===== src/rtl/assert_macros.svh =====
// Assertion macros for the RTL of the PPM frame decoder.
// Included by rcppm_core, which checks its own state; needs nothing else.
`ifndef ASSERT_MACROS_SVH
`define ASSERT_MACROS_SVH

// Check a property on every rising edge outside reset.
`define ASSERT_ALWAYS(label, clock, reset, prop) \
  label: assert property (@(posedge clock) disable iff (reset) (prop)) \
    else $error("assertion failed");

// Check that a condition in one cycle implies another in the next.
`define ASSERT_NEXT(label, clock, reset, ante, cons) \
  label: assert property (@(posedge clock) disable iff (reset) (ante) |=> (cons)) \
    else $error("assertion failed");

`endif


===== src/rtl/rcppm_pkg.sv =====
// Shared types and constants of the PPM frame decoder.
// Used by rcppm_core and rc_ppm_frame_decoder; depends on nothing.
package rcppm_pkg;

  localparam int CHANNELS = 9;
  localparam int IDX_W    = $clog2(CHANNELS);
  localparam int CNT_W    = $clog2(CHANNELS + 2);
  localparam int CH_W     = 4;
  localparam int TIME_W   = 16;
  localparam int MASK_W   = 8;
  localparam int OP_W     = 3;

  localparam logic [TIME_W-1:0] SYNC_MIN_RESET = 16'd3000;
  localparam logic [TIME_W-1:0] NEUTRAL_RESET  = 16'd1500;
  localparam logic [MASK_W-1:0] FLAGS_ALL      = 8'hFF;

  localparam logic [0:0] REG_SYNC_MIN = 1'd0;
  localparam logic [0:0] REG_NEUTRAL  = 1'd1;

  typedef enum logic [OP_W-1:0] {
    OP_EDGE    = 3'd0,
    OP_READ    = 3'd1,
    OP_CHECK   = 3'd2,
    OP_SUSPEND = 3'd3,
    OP_RESUME  = 3'd4
  } op_t;

  typedef struct packed {
    logic [OP_W-1:0]   op;
    logic [TIME_W-1:0] edge_time_us;
    logic [CH_W-1:0]   channel;
    logic [MASK_W-1:0] client_mask;
  } item_t;

  typedef struct packed {
    logic              sync_seen;
    logic [TIME_W-1:0] period_us;
    logic [CH_W-1:0]   channel_count;
    logic [TIME_W-1:0] pulse_width;
  } result_t;

endpackage


===== src/rtl/rc_ppm_frame_decoder.sv =====
// RC PPM frame decoder top level: configuration registers, stream ports,
// result register. Depends on rcppm_pkg and rcppm_core.
//
// Takes one word per cycle and returns exactly one result word for each,
// registered on acceptance. Each word is handled in a single pass through
// rcppm_core against the decoder state; the result register frees s_tready
// whenever it is empty or being drained, so throughput is one word per clock
// and a stall on the master side holds the input only once the result
// register is full. Op 0 is a rising edge whose 16-bit microsecond time gives
// the gap to the previous edge; op 1 reads a one-based channel width, op 2
// tests and clears sync flags by client mask, op 3 suspends, op 4 resumes.
// Configuration: index 0 sync threshold (reset 3000), index 1 neutral width
// (reset 1500); write only while idle.
module rc_ppm_frame_decoder (
  input  logic        clk,
  input  logic        rst,
  input  logic        s_tvalid,
  output logic        s_tready,
  input  logic [31:0] s_tdata,   // edge_time_us[15:0], channel[19:16], client_mask[27:20]
  input  logic [2:0]  s_tuser,   // op[2:0]
  output logic        m_tvalid,
  input  logic        m_tready,
  output logic [39:0] m_tdata,   // pulse_width[15:0], channel_count[19:16],
                                 // period_us[35:20], sync_seen[36]
  input  logic        cfg_we,
  input  logic [0:0]  cfg_index,
  input  logic [15:0] cfg_data
);

  logic [rcppm_pkg::TIME_W-1:0] sync_min_us;
  logic [rcppm_pkg::TIME_W-1:0] neutral_width;
  rcppm_pkg::item_t             item;
  rcppm_pkg::result_t           result;
  rcppm_pkg::result_t           result_q;
  logic                         take;

  assign s_tready = !m_tvalid || m_tready;
  assign take     = s_tvalid && s_tready;

  assign item.op           = s_tuser;
  assign item.edge_time_us = s_tdata[15:0];
  assign item.channel      = s_tdata[19:16];
  assign item.client_mask  = s_tdata[27:20];

  rcppm_core u_core (
    .clk           (clk),
    .rst           (rst),
    .take          (take),
    .item          (item),
    .sync_min_us   (sync_min_us),
    .neutral_width (neutral_width),
    .result        (result)
  );

  always_ff @(posedge clk) begin
    if (rst) begin
      sync_min_us   <= rcppm_pkg::SYNC_MIN_RESET;
      neutral_width <= rcppm_pkg::NEUTRAL_RESET;
    end else if (cfg_we) begin
      unique case (cfg_index)
        rcppm_pkg::REG_SYNC_MIN: sync_min_us   <= cfg_data;
        rcppm_pkg::REG_NEUTRAL:  neutral_width <= cfg_data;
        default: begin
        end
      endcase
    end
  end

  always_ff @(posedge clk) begin
    if (rst) begin
      m_tvalid <= 1'b0;
    end else if (take) begin
      m_tvalid <= 1'b1;
    end else if (m_tready) begin
      m_tvalid <= 1'b0;
    end
  end

  always_ff @(posedge clk) begin
    if (take) begin
      result_q <= result;
    end
  end

  assign m_tdata = {3'b000, result_q};

endmodule


===== src/rtl/rcppm_core.sv =====
// Decoder state and the combinational next-state update for one accepted word.
// Depends on rcppm_pkg and assert_macros.svh.
`include "assert_macros.svh"

module rcppm_core (
  input  logic                          clk,
  input  logic                          rst,
  input  logic                          take,
  input  rcppm_pkg::item_t              item,
  input  logic [rcppm_pkg::TIME_W-1:0]  sync_min_us,
  input  logic [rcppm_pkg::TIME_W-1:0]  neutral_width,
  output rcppm_pkg::result_t            result
);

  logic [rcppm_pkg::TIME_W-1:0] prev_edge_time, prev_edge_time_next;
  logic [rcppm_pkg::CNT_W-1:0]  chan_index, chan_index_next;
  logic [rcppm_pkg::CNT_W-1:0]  frame_channels, frame_channels_next;
  logic [rcppm_pkg::TIME_W-1:0] chan_widths [rcppm_pkg::CHANNELS];
  logic [rcppm_pkg::MASK_W-1:0] sync_flags, sync_flags_next;
  logic                         period_phase, period_phase_next;
  logic [rcppm_pkg::TIME_W-1:0] period_start, period_start_next;
  logic [rcppm_pkg::TIME_W-1:0] frame_period, frame_period_next;
  logic [rcppm_pkg::TIME_W-1:0] last_gap, last_gap_next;

  logic [rcppm_pkg::TIME_W-1:0] gap;
  logic                         is_sync;
  logic                         wr_en;
  logic [rcppm_pkg::IDX_W-1:0]  rd_idx;
  logic                         rd_hit;
  logic [rcppm_pkg::TIME_W-1:0] rd_width;
  logic                         seen;
  rcppm_pkg::op_t               op;

  assign op      = rcppm_pkg::op_t'(item.op);
  assign gap     = item.edge_time_us - prev_edge_time;
  assign is_sync = gap >= sync_min_us;
  assign seen    = (sync_flags & item.client_mask) != '0;
  assign rd_idx  = rcppm_pkg::IDX_W'(item.channel - 4'd1);
  assign rd_hit  = (item.channel != '0)
                   && (item.channel <= rcppm_pkg::CH_W'(frame_channels))
                   && (item.channel <= rcppm_pkg::CH_W'(rcppm_pkg::CHANNELS));
  assign rd_width = rd_hit ? chan_widths[rd_idx] : neutral_width;

  always_comb begin
    prev_edge_time_next = prev_edge_time;
    chan_index_next     = chan_index;
    frame_channels_next = frame_channels;
    sync_flags_next     = sync_flags;
    period_phase_next   = period_phase;
    period_start_next   = period_start;
    frame_period_next   = frame_period;
    last_gap_next       = last_gap;
    wr_en               = 1'b0;
    result.pulse_width  = last_gap;
    result.sync_seen    = 1'b0;
    unique case (op)
      rcppm_pkg::OP_EDGE: begin
        prev_edge_time_next = item.edge_time_us;
        last_gap_next       = gap;
        result.pulse_width  = gap;
        if (is_sync) begin
          frame_channels_next = (chan_index > rcppm_pkg::CNT_W'(rcppm_pkg::CHANNELS))
                                ? rcppm_pkg::CNT_W'(rcppm_pkg::CHANNELS) : chan_index;
          chan_index_next     = '0;
          sync_flags_next     = rcppm_pkg::FLAGS_ALL;
          period_phase_next   = ~period_phase;
          if (!period_phase) begin
            period_start_next = item.edge_time_us;
          end else begin
            frame_period_next = item.edge_time_us - period_start;
          end
        end else if (chan_index < rcppm_pkg::CNT_W'(rcppm_pkg::CHANNELS)) begin
          wr_en           = 1'b1;
          chan_index_next = chan_index + 1'b1;
        end
      end
      rcppm_pkg::OP_READ: begin
        result.pulse_width = rd_width;
      end
      rcppm_pkg::OP_CHECK: begin
        result.sync_seen = seen;
        sync_flags_next  = sync_flags & ~item.client_mask;
      end
      rcppm_pkg::OP_SUSPEND: begin
        chan_index_next = rcppm_pkg::CNT_W'(rcppm_pkg::CHANNELS + 1);
      end
      rcppm_pkg::OP_RESUME: begin
        prev_edge_time_next = item.edge_time_us;
      end
      default: begin
      end
    endcase
    result.channel_count = rcppm_pkg::CH_W'(frame_channels_next);
    result.period_us     = frame_period_next;
  end

  always_ff @(posedge clk) begin
    if (rst) begin
      prev_edge_time <= '0;
      chan_index     <= rcppm_pkg::CNT_W'(rcppm_pkg::CHANNELS + 1);
      frame_channels <= '0;
      sync_flags     <= '0;
      period_phase   <= 1'b0;
      period_start   <= '0;
      frame_period   <= '0;
      last_gap       <= '0;
      for (int i = 0; i < rcppm_pkg::CHANNELS; i++) begin
        chan_widths[i] <= rcppm_pkg::NEUTRAL_RESET;
      end
    end else if (take) begin
      prev_edge_time <= prev_edge_time_next;
      chan_index     <= chan_index_next;
      frame_channels <= frame_channels_next;
      sync_flags     <= sync_flags_next;
      period_phase   <= period_phase_next;
      period_start   <= period_start_next;
      frame_period   <= frame_period_next;
      last_gap       <= last_gap_next;
      if (wr_en) begin
        chan_widths[chan_index[rcppm_pkg::IDX_W-1:0]] <= gap;
      end
    end
  end

  `ASSERT_ALWAYS(a_index_range, clk, rst,
    chan_index <= rcppm_pkg::CNT_W'(rcppm_pkg::CHANNELS + 1))
  `ASSERT_ALWAYS(a_count_range, clk, rst,
    frame_channels <= rcppm_pkg::CNT_W'(rcppm_pkg::CHANNELS))
  `ASSERT_NEXT(a_sync_sets_flags, clk, rst,
    take && op == rcppm_pkg::OP_EDGE && is_sync,
    sync_flags == rcppm_pkg::FLAGS_ALL && chan_index == '0)

endmodule


===== config.mk =====
export PLATFORM = sky130hd
export DESIGN_NAME = rc_ppm_frame_decoder
export DESIGN_NICKNAME = d
export VERILOG_FILES = /design/src/rtl/rcppm_pkg.sv /design/src/rtl/rc_ppm_frame_decoder.sv /design/src/rtl/rcppm_core.sv
export VERILOG_INCLUDE_DIRS = /design/src /design/src/rtl
export SDC_FILE = /design/constraint.sdc
export NUM_CORES = 1
export LEC_CHECK = 0
export BUFFER_PORTS_ARGS = -buffer_cell sky130_fd_sc_hd__buf_2
export CORE_MARGIN = 2
export CORE_UTILIZATION = 55
export DETAILED_ROUTE_END_ITERATION = 8
export PLACE_DENSITY = 0.73
export SYNTH_ARGS = -nofsm -noshare
export SYNTH_HDL_FRONTEND = slang
export SYNTH_SLANG_ARGS = --single-unit

===== constraint.sdc =====
create_clock -name clk -period 7 [get_ports clk]
set_input_delay 1.4 -clock clk [delete_from_list [all_inputs] [get_ports clk]]
set_output_delay 1.4 -clock clk [all_outputs]
set_load 0.02 [all_outputs]

# Word-level counts from Yosys, hierarchy flattened
# Memories as Yosys holds them, arrays and structs flattened.
# Cells that the tools add are included.
# op_classes
add_sub_neg	4
order_cmp	5
n_eq_ne	6
n_mux	27
n_bitwise	5
reduce_logical	21
# op_table
op	n
$mux W16	5
$pmux W16 S2	1
$sub A16 B16 Y16	2
$mux W4	6
$and A8 B8 Y8	2
$ge A16 B16 Y1	1
$pmux W8 S2	1
$reduce_or A16 Y1	1
$mux W1	12
$reduce_and A3 Y1	3
$mux W8	1
$not A8 Y8	1
$pmux W4 S2	1
$reduce_and A2 Y1	4
$reduce_bool A8 Y1	1
$eq A3 B2 Y1 const B	2
$reduce_bool A2 Y1	3
$add A4 B1 Y4 const B	1
$gt A4 B4 Y1 const B	1
$le A4 B4 Y1	1
$le A4 B4 Y1 const B	1
$lt A4 B4 Y1 const B	1
$reduce_and A4 Y1	1
$reduce_bool A4 Y1	1
other kinds (11)	14
# totals
regBits	151
ram_bits	144
output_inout_bits	42
mem_count	1
# memory_table
name	words	width	rd	rd_clocked_by_memory_dff	write_ports	line	source
u_core.chan_widths	9	16	1	0	9	rcppm_core.sv:18	logic [rcppm_pkg::TIME_W-1:0] chan_widths [rcppm_pkg::CHANNELS];

# Depth between registers and ports, before layout
# Gate-level depths: netlist (run 1).
# logic_depth
word_depth	10
depth_mapped	21
mapped_depth_nobuf	19

# Modules after synthesis
# Synthesis (run 1) repeated with hierarchy kept, for this count alone.
# hier_totals
cells_unflattened	1547
hier_area_um2	19052.0
# modules_own_cells
mod	instances	cells_per_inst	area_each_um2	seq_area_each_um2
rcppm_core	1	1370	16544.6	9308.9
rc_ppm_frame_decoder	1	177	2507.4	1771.7

# Least setup slack after synthesis (run 1)
# Ideal clock, no wire load.
# synth_path
path_type	input to register
from	input port s_tdata[0]
to	memory u_core.chan_widths[11][0] (netlist bit) (enable)
arrival_time_ns	5.811
required_ns	6.611
path_slack_ns	0.800
cell_stages	21
path_cell_list	inv_1 -> ha_1 -> inv_1 -> fa_1 -> a211oi_1 -> o211a_1 -> o31ai_1 -> a21o_1 -> a21oi_1 -> xor2_1 -> clkbuf_1 -> inv_1 -> ha_1 -> nand4_1 -> nor3_1 -> or2_0 -> buf_2 -> nor4_1 -> buf_2 -> nand3_1 -> nor2_1
# synth_lines
item	line	source
start, declared	rc_ppm_frame_decoder.sv:19	input logic [31:0] s_tdata,
end, declared	rcppm_core.sv:18	

==> results.txt, run 1 <==
The run finished with clean final reports. The final core utilization came out at 63.8%. The overall power was 5670 uW. Once layout is done, the placed cells without fillers occupy 21400 um2. The wire length of the first global-routing pass is 72600 um, and the number of enable-type register cells in the synthesized netlist is 293. The tools report the number of instances in the synthesized netlist as 1561. For the vias after detailed routing, the log shows 12769. Pin placement for this block handled 99 I/O pins. After detailed routing, the total wire length is 47300 um. The clock root buffer master is sky130_fd_sc_hd__clkbuf_16. The run gives 1440 uW as the net switching power figure. Clock skew on the completed layout was measured at 0.0204 ns. The net count of the finished layout is 1832.

The worst setup path is launched from an input pin. In the final layout, the share of cells above drive strength 1 is 16.3%. The per-cell routed wire length was 21.5 um; the logic gate share of total power was 13.0%. For this run, design rule violations remaining after detail routing come to 0.

Relative to the synthesized area, the layout overhead comes to 14.1%. Across all setup checks in the final design, the least slack found is 0.894 ns. In this run the worst path has a maximum fanout of 15.

In the final timing run, aggregate negative setup slack is 0 ns. The run gives 0 as the remaining antenna violation count after routing. The maximum clock insertion buffer count came out at 3. The slowest cell on the critical path is sky130_fd_sc_hd__and4_1. The weighted congestion at the end of routability-driven global placement was 0.925.

The min-delay analysis places its worst path in the category register to register. Using the TritonRoute via totals, the vias-per-cell ratio works out to 5.81. The data required time of the critical path is 7.24 ns, and the areal power density over the cells is 265 nW/um2. The worst setup path is of the input pin to register kind. The tools report the post-place instance area as 20000 um2.

Before antenna repair, the detailed router went through 5 iterations. Post-CTS repair changed the size of 0 cells. The final count of hold timing violations is 0, and the core area is 33500 um2.

For the post-detailed-placement half-perimeter wirelength, the log shows 33000 um. For the number of buffers created by CTS, the log shows 43. STA classifies the critical path endpoint as a register. Hold repair after CTS inserted 0 buffers.

For the pin with the worst max-slew slack, the measured transition is 1.04 ns. The H-tree was split into 2 levels. Setup violations remaining at the end of the flow were counted as 0.

The via count of the first global-routing pass is 12869, and the worst slack at placement is 0.367 ns. Leakage power summed over all cells: 0.00768 uW. The die footprint was 35600 um2; the overall die height was 189 um.

For this run, asynchronously set or reset flops after synthesis account for 0%. For the synthesized cell area, the log shows 18800 um2. Walking the worst path, the cells encountered are buf_2, inv_1, ha_1, inv_1, fa_1, a211oi_1, o211a_1, o31ai_1, nand2_1, o21ai_0, xnor2_1, inv_1, ha_1, nand4_1, nor2_1, o2111ai_1, o21a_1, and4_1, nand2_1, nand2_1, buf_4.

Registers are responsible for 48.2% of the overall power. In this run the tool buffered the top-level ports with 91 buffer cells. The share of the Yosys chip area taken by registers is 59.1%. The clock share of power was 38.8%. The initial DRC count was 1291; the worst supply voltage drop on vdd was 0.194 mV. The logs give 407 for the number of clock sinks seen by CTS and 30.5% for the relative slew slack.

At the later pin of the worst-skew pair, clock insertion delay measures 0.55 ns. The smallest clock period supported by the final layout is computed as 6.11 ns. The post-CTS clock slew at the launch and capture registers of the worst setup and hold paths was 0.06 ns; the width of the die was 189 um. The largest single stage delay on the critical path is 0.64 ns. Data on the critical path arrives at its endpoint at 6.35 ns.

Setup repair after global routing left no endpoint under its margin. Of the total power, the share spent switching nets is 25.4%. The tools report the initial antenna violation count as 1. After synthesis the netlist holds a flip-flop and latch count of 407. Overflow left after global routing: 0. The number of buffers inserted by post-CTS setup repair was 0. The initialized floorplan defines 67 standard-cell rows. In the global route stage, overall resource usage came out at 26.8%. The share of the clock period used by the worst path is 87.2%. The starting density of the core was 55.9%; the cell-internal power was 4230 uW.

Among all flip-flop cells after synthesis, the most frequent one is sky130_fd_sc_hd__edfxtp_1. Max-cap violations in this run came to 0. The yosys synthesis warning count came out at 0. After synthesis, the netlist uses 70 different library cells. TritonCTS built the clock tree. Entering global routing, the biggest net connects 59 pins.

A synthesized cell averages 12.0 um2. Based on the critical path, the design can be clocked at up to 0.164 GHz. The number of max-slew violations in the final report was 0.
## cells in the mapped netlist, types with 3 or more instances
cell type                  count  share of area (%)
sky130_fd_sc_hd__buf_4         4               0.16
sky130_fd_sc_hd__o211ai_1      5               0.20
sky130_fd_sc_hd__nand4_1       5               0.17
sky130_fd_sc_hd__or2_2         3               0.10
sky130_fd_sc_hd__nor2_1      178                3.6
sky130_fd_sc_hd__o21ai_0      40                1.1
sky130_fd_sc_hd__o221ai_1     13               0.61
sky130_fd_sc_hd__and2_0        3               0.10
sky130_fd_sc_hd__mux4_2       64                7.7
sky130_fd_sc_hd__buf_2        23               0.61
sky130_fd_sc_hd__nor2b_1      25               0.83
sky130_fd_sc_hd__and2_1        7               0.23
sky130_fd_sc_hd__xnor2_1      14               0.65
sky130_fd_sc_hd__a311oi_1      5               0.23
sky130_fd_sc_hd__nand2b_1     15               0.50
sky130_fd_sc_hd__mux2i_1      48                2.6
sky130_fd_sc_hd__nor3_4        3               0.26
sky130_fd_sc_hd__o31ai_1       5               0.20
sky130_fd_sc_hd__o21a_1       13               0.52
sky130_fd_sc_hd__o22ai_1       5               0.17
sky130_fd_sc_hd__edfxtp_1    293                 47
sky130_fd_sc_hd__inv_1        86                1.7
sky130_fd_sc_hd__a31oi_1       4               0.13
sky130_fd_sc_hd__mux2_2        5               0.30
sky130_fd_sc_hd__nor4_1        3               0.10
sky130_fd_sc_hd__ha_1         57                3.8
sky130_fd_sc_hd__a21oi_1      95                2.5
sky130_fd_sc_hd__dfxtp_1     114                 12
sky130_fd_sc_hd__a21o_1       10               0.40
sky130_fd_sc_hd__xor2_1       10               0.47
sky130_fd_sc_hd__mux2_1        7               0.42
sky130_fd_sc_hd__nor3_1       12               0.32
sky130_fd_sc_hd__clkbuf_1     56                1.1
sky130_fd_sc_hd__a211oi_1     47                1.9
sky130_fd_sc_hd__buf_1         5               0.10
sky130_fd_sc_hd__nand2_1     191                3.8
sky130_fd_sc_hd__and3_1        9               0.30
sky130_fd_sc_hd__nand3_1      37               0.99
## through the flow
stage	hold WS [ns]	std cells
final	0.450	2199
after global placement	0.442	2119
after global routing	0.473	2198
after CTS	0.454	2198
after detailed placement	0.446	2119
after floorplan	0.436	1627
## metal layers
layer | global-route usage [%] | part of all wire (%) | up-vias
li1 | - | - | 5936
met1 | 34.3 | 38 | 6188
met2 | 43.5 | 47 | 544
met3 | 6.78 | 10 | 101
met4 | 11.8 | 4.5 | 0
met5 | 0 | 0 | -
## cell type report
class	instances	area [um2]
inverters	87	327
clock inverters	9	63.8
diodes	1	2.50
repair buffers	132	768
flip-flops and latches	407	11100
fillers	2551	12100
clock buffers	70	1310
well taps	448	561
multi-input cells	1045	7280
## power groups by stage
| stage | Combinational (uW) | Sequential, uW | Clock [uW] |
|---|---|---|---|
| after floorplan | 437 | 2790 | 0 |
| after global placement | 705 | 2780 | 0 |
| after detailed placement | 723 | 2780 | 0 |
| after CTS | 727 | 2730 | 2220 |
| after global routing | 790 | 2740 | 2320 |
| final | 736 | 2730 | 2200 |
## kinds of logic after synthesis
kind of cell | count (synthesis) | share of synthesized area [%]
buffers and inverters | 175 | 3.74
adder cells (fa/ha/maj) | 59 | 4.02
AND/OR/NAND/NOR | 503 | 11.8
other | 1 | 0.0200
multiplexers | 124 | 11.0
flip-flops | 407 | 59.1
AO/OA/AOI/OAI | 268 | 9.25
XOR/XNOR | 24 | 1.12
## layout by cell type (no fill, tap or decap), types with 17 or more instances in the layout
master,synthesis,layout
sky130_fd_sc_hd__dfxtp_1,114,114
sky130_fd_sc_hd__a211oi_1,47,46
sky130_fd_sc_hd__a21oi_1,95,95
sky130_fd_sc_hd__nor2b_1,25,25
sky130_fd_sc_hd__clkbuf_16,0,46
sky130_fd_sc_hd__buf_2,23,89
sky130_fd_sc_hd__buf_4,4,43
sky130_fd_sc_hd__mux4_2,64,64
sky130_fd_sc_hd__mux2i_1,48,48
sky130_fd_sc_hd__conb_1,1,67
sky130_fd_sc_hd__o21ai_0,40,40
sky130_fd_sc_hd__nand2_1,191,191
sky130_fd_sc_hd__nand3_1,37,37
sky130_fd_sc_hd__nor2_1,178,178
sky130_fd_sc_hd__ha_1,57,56
sky130_fd_sc_hd__inv_1,86,85
sky130_fd_sc_hd__edfxtp_1,293,293
sky130_fd_sc_hd__clkbuf_1,56,17
## flip-flops by register name (all words and copies together), names as in the netlist, 4 cells and up
| register | count |
|---|---|
| u_core.chan_widths | 256 |
| m_tdata | 37 |
| neutral_width | 16 |
| sync_min_us | 16 |
| u_core.frame_period | 16 |
| u_core.last_gap | 16 |
| u_core.period_start | 16 |
| u_core.prev_edge_time | 16 |
| u_core.sync_flags | 8 |
| u_core.chan_index | 4 |
| u_core.frame_channels | 4 |
## worst paths after layout
check                                         startpoint                                     end  slack [ns]  cells past startpoint
setup / recovery                              s_tdata[0]  u_core.chan_widths[4][7]$_SDFFCE_PN1P_        0.89                     21
hold / removal    u_core.prev_edge_time[14]$_SDFFE_PP0P_  u_core.prev_edge_time[14]$_SDFFE_PP0P_        0.45                      2
setup reg to reg   u_core.prev_edge_time[5]$_SDFFE_PP0P_  u_core.chan_widths[4][7]$_SDFFCE_PN1P_        1.60                     18
hold reg to reg   u_core.prev_edge_time[14]$_SDFFE_PP0P_  u_core.prev_edge_time[14]$_SDFFE_PP0P_        0.45                      2
## worst max-delay path: cells and delay by family
family / cells / cell delay, ns
AOI/OAI and AO/OA: 6 / 1.63
and+or+nand+nor: 6 / 1.53
adders and majority gates: 3 / 0.79
buffers and inverters: 5 / 0.76
xor gates and xnor gates: 1 / 0.20
No activity file was read; power rests on OpenSTA's default activity.
==> run 2: changes to the inputs <==
--- a/config.mk
+++ b/config.mk
@@ -6,6 +6,7 @@
 export SDC_FILE = /design/constraint.sdc
 export NUM_CORES = 1
 export LEC_CHECK = 0
+export ABC_AREA = 1
 export BUFFER_PORTS_ARGS = -buffer_cell sky130_fd_sc_hd__buf_2
 export CORE_MARGIN = 2
 export CORE_UTILIZATION = 55
==> results.txt, run 2 <==
The number of iterations in the first detailed-routing pass is 5 (unchanged), and the count of buffers from port buffering is 91 (unchanged). The share of cells above drive strength 1 is 9.35% (-7.0 points). Ranked by instance count, the synthesized netlist is headed by sky130_fd_sc_hd__nand2_1, sky130_fd_sc_hd__edfxtp_1, sky130_fd_sc_hd__nor2_1, sky130_fd_sc_hd__nand3_1, sky130_fd_sc_hd__inv_1. The tools report the die footprint as 37000 um2 (+3.9%). The share of the clock period used by the worst path was 84.2% (-3.0 points); the initial DRC count was 1502 (+16%).

The tools report the total negative setup slack as 0 ns (unchanged). The number of flip-flops in the largest register is 256 (unchanged), and the relative slew slack is 31.2% (+0.76 points). The post-detailed-placement half-perimeter wirelength came out at 34200 um (+3.4%). The post-synthesis sequential element count was 407 (unchanged). The post-CTS clock slew at the launch and capture registers of the worst setup and hold paths is 0.06 ns (about the same).

Setup repair after global routing left no endpoint under its margin. The worst setup path is launched from an input pin. The largest fanout on the critical path was 14 (-1); the synthesized cell area was 19500 um2 (+3.9%). The number of instances in the synthesized netlist came out at 2221 (+42%).

Worst slack at placement: 0.726 ns (+0.360 ns). The final-report setup violation count was 0 (unchanged); the total of max-cap violations was 0 (unchanged). The final count of hold timing violations is 0 (unchanged), and the overall power is 5840 uW (+3.1%). Cell row count: 68 (+1.5%). The slowest cell on the critical path is sky130_fd_sc_hd__fa_1. The post-route minimum period was 5.90 ns (-0.210 ns); the area added between synthesis and finish was 13.0%.

Fill cell total of the finished layout: 2933 (+15%). The worst supply voltage drop on vdd was 0.216 mV (+11%); the number of remaining DRC errors was 0 (unchanged). Share of Yosys cell area claimed by the top area cell type: 45.1% (-1.8 points).

The number of distinct library cells after synthesis is 38 (-46%). Transition time at the pin with the least slew margin: 1.03 ns (-0.00838 ns). The smallest setup slack after layout is 1.10 ns (+0.210 ns). The initial antenna violation count was 0 (-1). The worst setup path is of the input pin to register kind.

Share of synthesized area occupied by flip-flops and latches: 56.8% (-2.2 points). The antenna diode count was 0 (-1); the wire length of the first global-routing pass was 78500 um (+8.1%). The areal power density over the cells works out to 265 nW/um2 (+0.14%). The wire length reported by the detailed router was 49600 um (+4.9%).

Vias after detailed routing: 15619 (+22%). The post-synthesis async set-or-reset flop share came out at 0% (unchanged). The logs give 27.4% (+0.58 points) for the aggregate global-route resource usage and 56.2% (+0.22 points) for the starting density of the core.

Hold-fix buffer count after cts: 0 (unchanged). The tree is rooted in a sky130_fd_sc_hd__clkbuf_16. The flow ran to the end, and the final reports show no timing, DRC or antenna violations. The run gives 0 (unchanged) as the yosys synthesis warning count. In the layout the commonest cells are sky130_fd_sc_hd__nand2_1, sky130_fd_sc_hd__edfxtp_1, sky130_fd_sc_hd__nor2_1, sky130_fd_sc_hd__nand3_1, sky130_fd_sc_hd__inv_1. The tools report the I/O pin total as 99 (unchanged).

The tools report the placed cell count as 2774 (+31%). The quantity of gates resized following cts was 0 (unchanged); the remaining antenna violation count after routing was 0 (unchanged). The post-detailed-route via-to-cell ratio was 5.48 (-5.7%). The leakage power summed over all cells came out at 0.00933 uW (+21%). The tools report the number of clock sinks seen by CTS as 407 (unchanged). The final cell count without fillers is 2851 (+30%), and the number of enable-type register cells in the synthesized netlist is 293 (unchanged).

The tools report the critical path endpoint category as a register. The final layout net count is 2479 (+35%). By instance count, the cell type seen most on the critical path is sky130_fd_sc_hd__nand2_1.

The number of buffers created by CTS is 42 (-2.3%). The core area was 34700 um2 (+3.5%). The pin count of the biggest net entering global routing was 95 (+61%); the number of max-slew violations in the final report was 0 (unchanged). The run gives 0.0251 ns (+0.00469 ns) as the worst-case clock skew.

u_core.chan_widths holds more flip-flops than any other register. The tools report the data required time of the critical path as 7.23 ns (about the same). Leaving out fill and tap cells, the most frequent cell in the layout is sky130_fd_sc_hd__nand2_1. Among all cell types in the netlist, the one instantiated most often is sky130_fd_sc_hd__nand2_1. The stage delay of the slowest cell on the critical path works out to 0.45 ns (-0.19 ns). The overall die height came out at 192 um (+1.9%). The weighted congestion at the end of routability-driven global placement was 0.901 (-2.5%).

The synthesized area per cell is 8.78 um2 (-27%), and the maximum level of the CTS H-tree is 2 (unchanged). The insertion delay to the later sink of the worst-skew pair is 0.56 ns (about the same), and the per-cell routed wire length is 17.4 um (-19%). The run gives 0.170 GHz (+3.6%) as the top achievable clock speed. Yosys attributes the largest share of cell area to sky130_fd_sc_hd__edfxtp_1, sky130_fd_sc_hd__nand2_1, sky130_fd_sc_hd__dfxtp_1.

TritonCTS built the clock tree. The tools report the number of buffers inserted by post-CTS setup repair as 0 (unchanged). The biggest area contributor in the post-synthesis netlist is sky130_fd_sc_hd__edfxtp_1.

The critical path goes through buf_2, inv_1, ha_1, inv_1, fa_1, nand2_1, nand2_1, o21ai_0, inv_1, a21oi_1, nand2_1, nand2_1, inv_1, ha_1, a21oi_1, o21ai_0, a21oi_1, nand2_1, inv_1, nand3_2, nor2_4, inv_2, nand2_1, buf_4. For the overflow left after global routing, the log shows 0 (unchanged). The worst hold path belongs to the class register to register. The width of the die is 192 um (+1.9%). The maximum clock insertion buffer count was 3 (unchanged). Critical path data arrival time: 6.13 ns (-0.22 ns). The via count of the first global-routing pass is 15007 (+17%). In the synthesized netlist the dominant register cell turns out to be sky130_fd_sc_hd__edfxtp_1.
-- run 2: changes by cell type after synthesis, sizes merged, moves of 39 or more --
cell | previous run | this run
inv | 87 | 205
a21oi | 96 | 147
nand2 | 191 | 632
mux4 | 64 | 0
a211oi | 49 | 10
o21ai | 42 | 106
nor2 | 180 | 231
nand3 | 37 | 209
mux2i | 48 | 0
-- run 2: final cells by class --
cell class,count,area (um2),share of cell area (%)
tap,455,569,2.58
clock inverter,19,168,0.761
multi-input combinational,1563,7470,33.9
timing repair buffer,135,788,3.58
sequential,407,11100,50.3
inverter,214,805,3.65
clock buffer,58,1150,5.23
-- run 2: final timing paths --
kind / slack (ns) / cells past startpoint / endpoint / start
max: 1.10 / 24 / u_core.chan_widths[8][1]$_SDFFCE_PN0P_ / s_tdata[0]
min: 0.46 / 2 / u_core.prev_edge_time[2]$_SDFFE_PP0P_ / u_core.prev_edge_time[2]$_SDFFE_PP0P_
max reg2reg: 1.85 / 22 / u_core.chan_widths[8][1]$_SDFFCE_PN0P_ / u_core.prev_edge_time[0]$_SDFFE_PP0P_
min reg2reg: 0.46 / 2 / u_core.prev_edge_time[2]$_SDFFE_PP0P_ / u_core.prev_edge_time[2]$_SDFFE_PP0P_
-- run 2: critical path, delay by kind of cell --
kind                     cells  cell delay (ns)
adder cells (fa/ha/maj)      3             0.86
buffers and inverters        8             1.36
AND/OR/NAND/NOR              8             1.46
AO/OA/AOI/OAI                5             1.01
-- run 2: metal layers --
metal / GRT usage (%) / part of all wire [%]
met4: 9.07 / 2.7
met2: 45.7 / 48
met1: 36.9 / 41
met5: 0 / 0
met3: 4.07 / 7.8
-- run 2: report_power, final --
part	leakage, uW	internal, uW	switching (uW)
Sequential	0.00363	2740	41.1
Clock	0.000637	1230	924
Combinational	0.00507	255	654
-- run 2: kinds of logic (layout without fill, tap and decap cells) --
group           after synthesis  count (layout)  synth area share, %
fa+ha+maj                    59              59                 3.86
other cells                   1              67               0.0192
buf+inv                     317             426                 6.21
simple gates               1111            1111                 23.6
flops                       407             407                 56.8
xor+xnor                     24              24                 1.08
compound gates              302             302                 8.36
-- run 2: metrics by stage --
| stage | utilization [%] | hold slack, ns | cell area, um2 |
|---|---|---|---|
| 2_1_floorplan | - | 0.430 | 19700 |
| 3_3_place_gp | 59.7 | 0.444 | 20700 |
| 3_5_place_dp | 59.7 | 0.453 | 20700 |
| 4_1_cts | 63.5 | 0.461 | 22000 |
| 5_1_grt | 63.5 | 0.467 | 22000 |
| 6_report | 63.5 | 0.457 | 22000 |
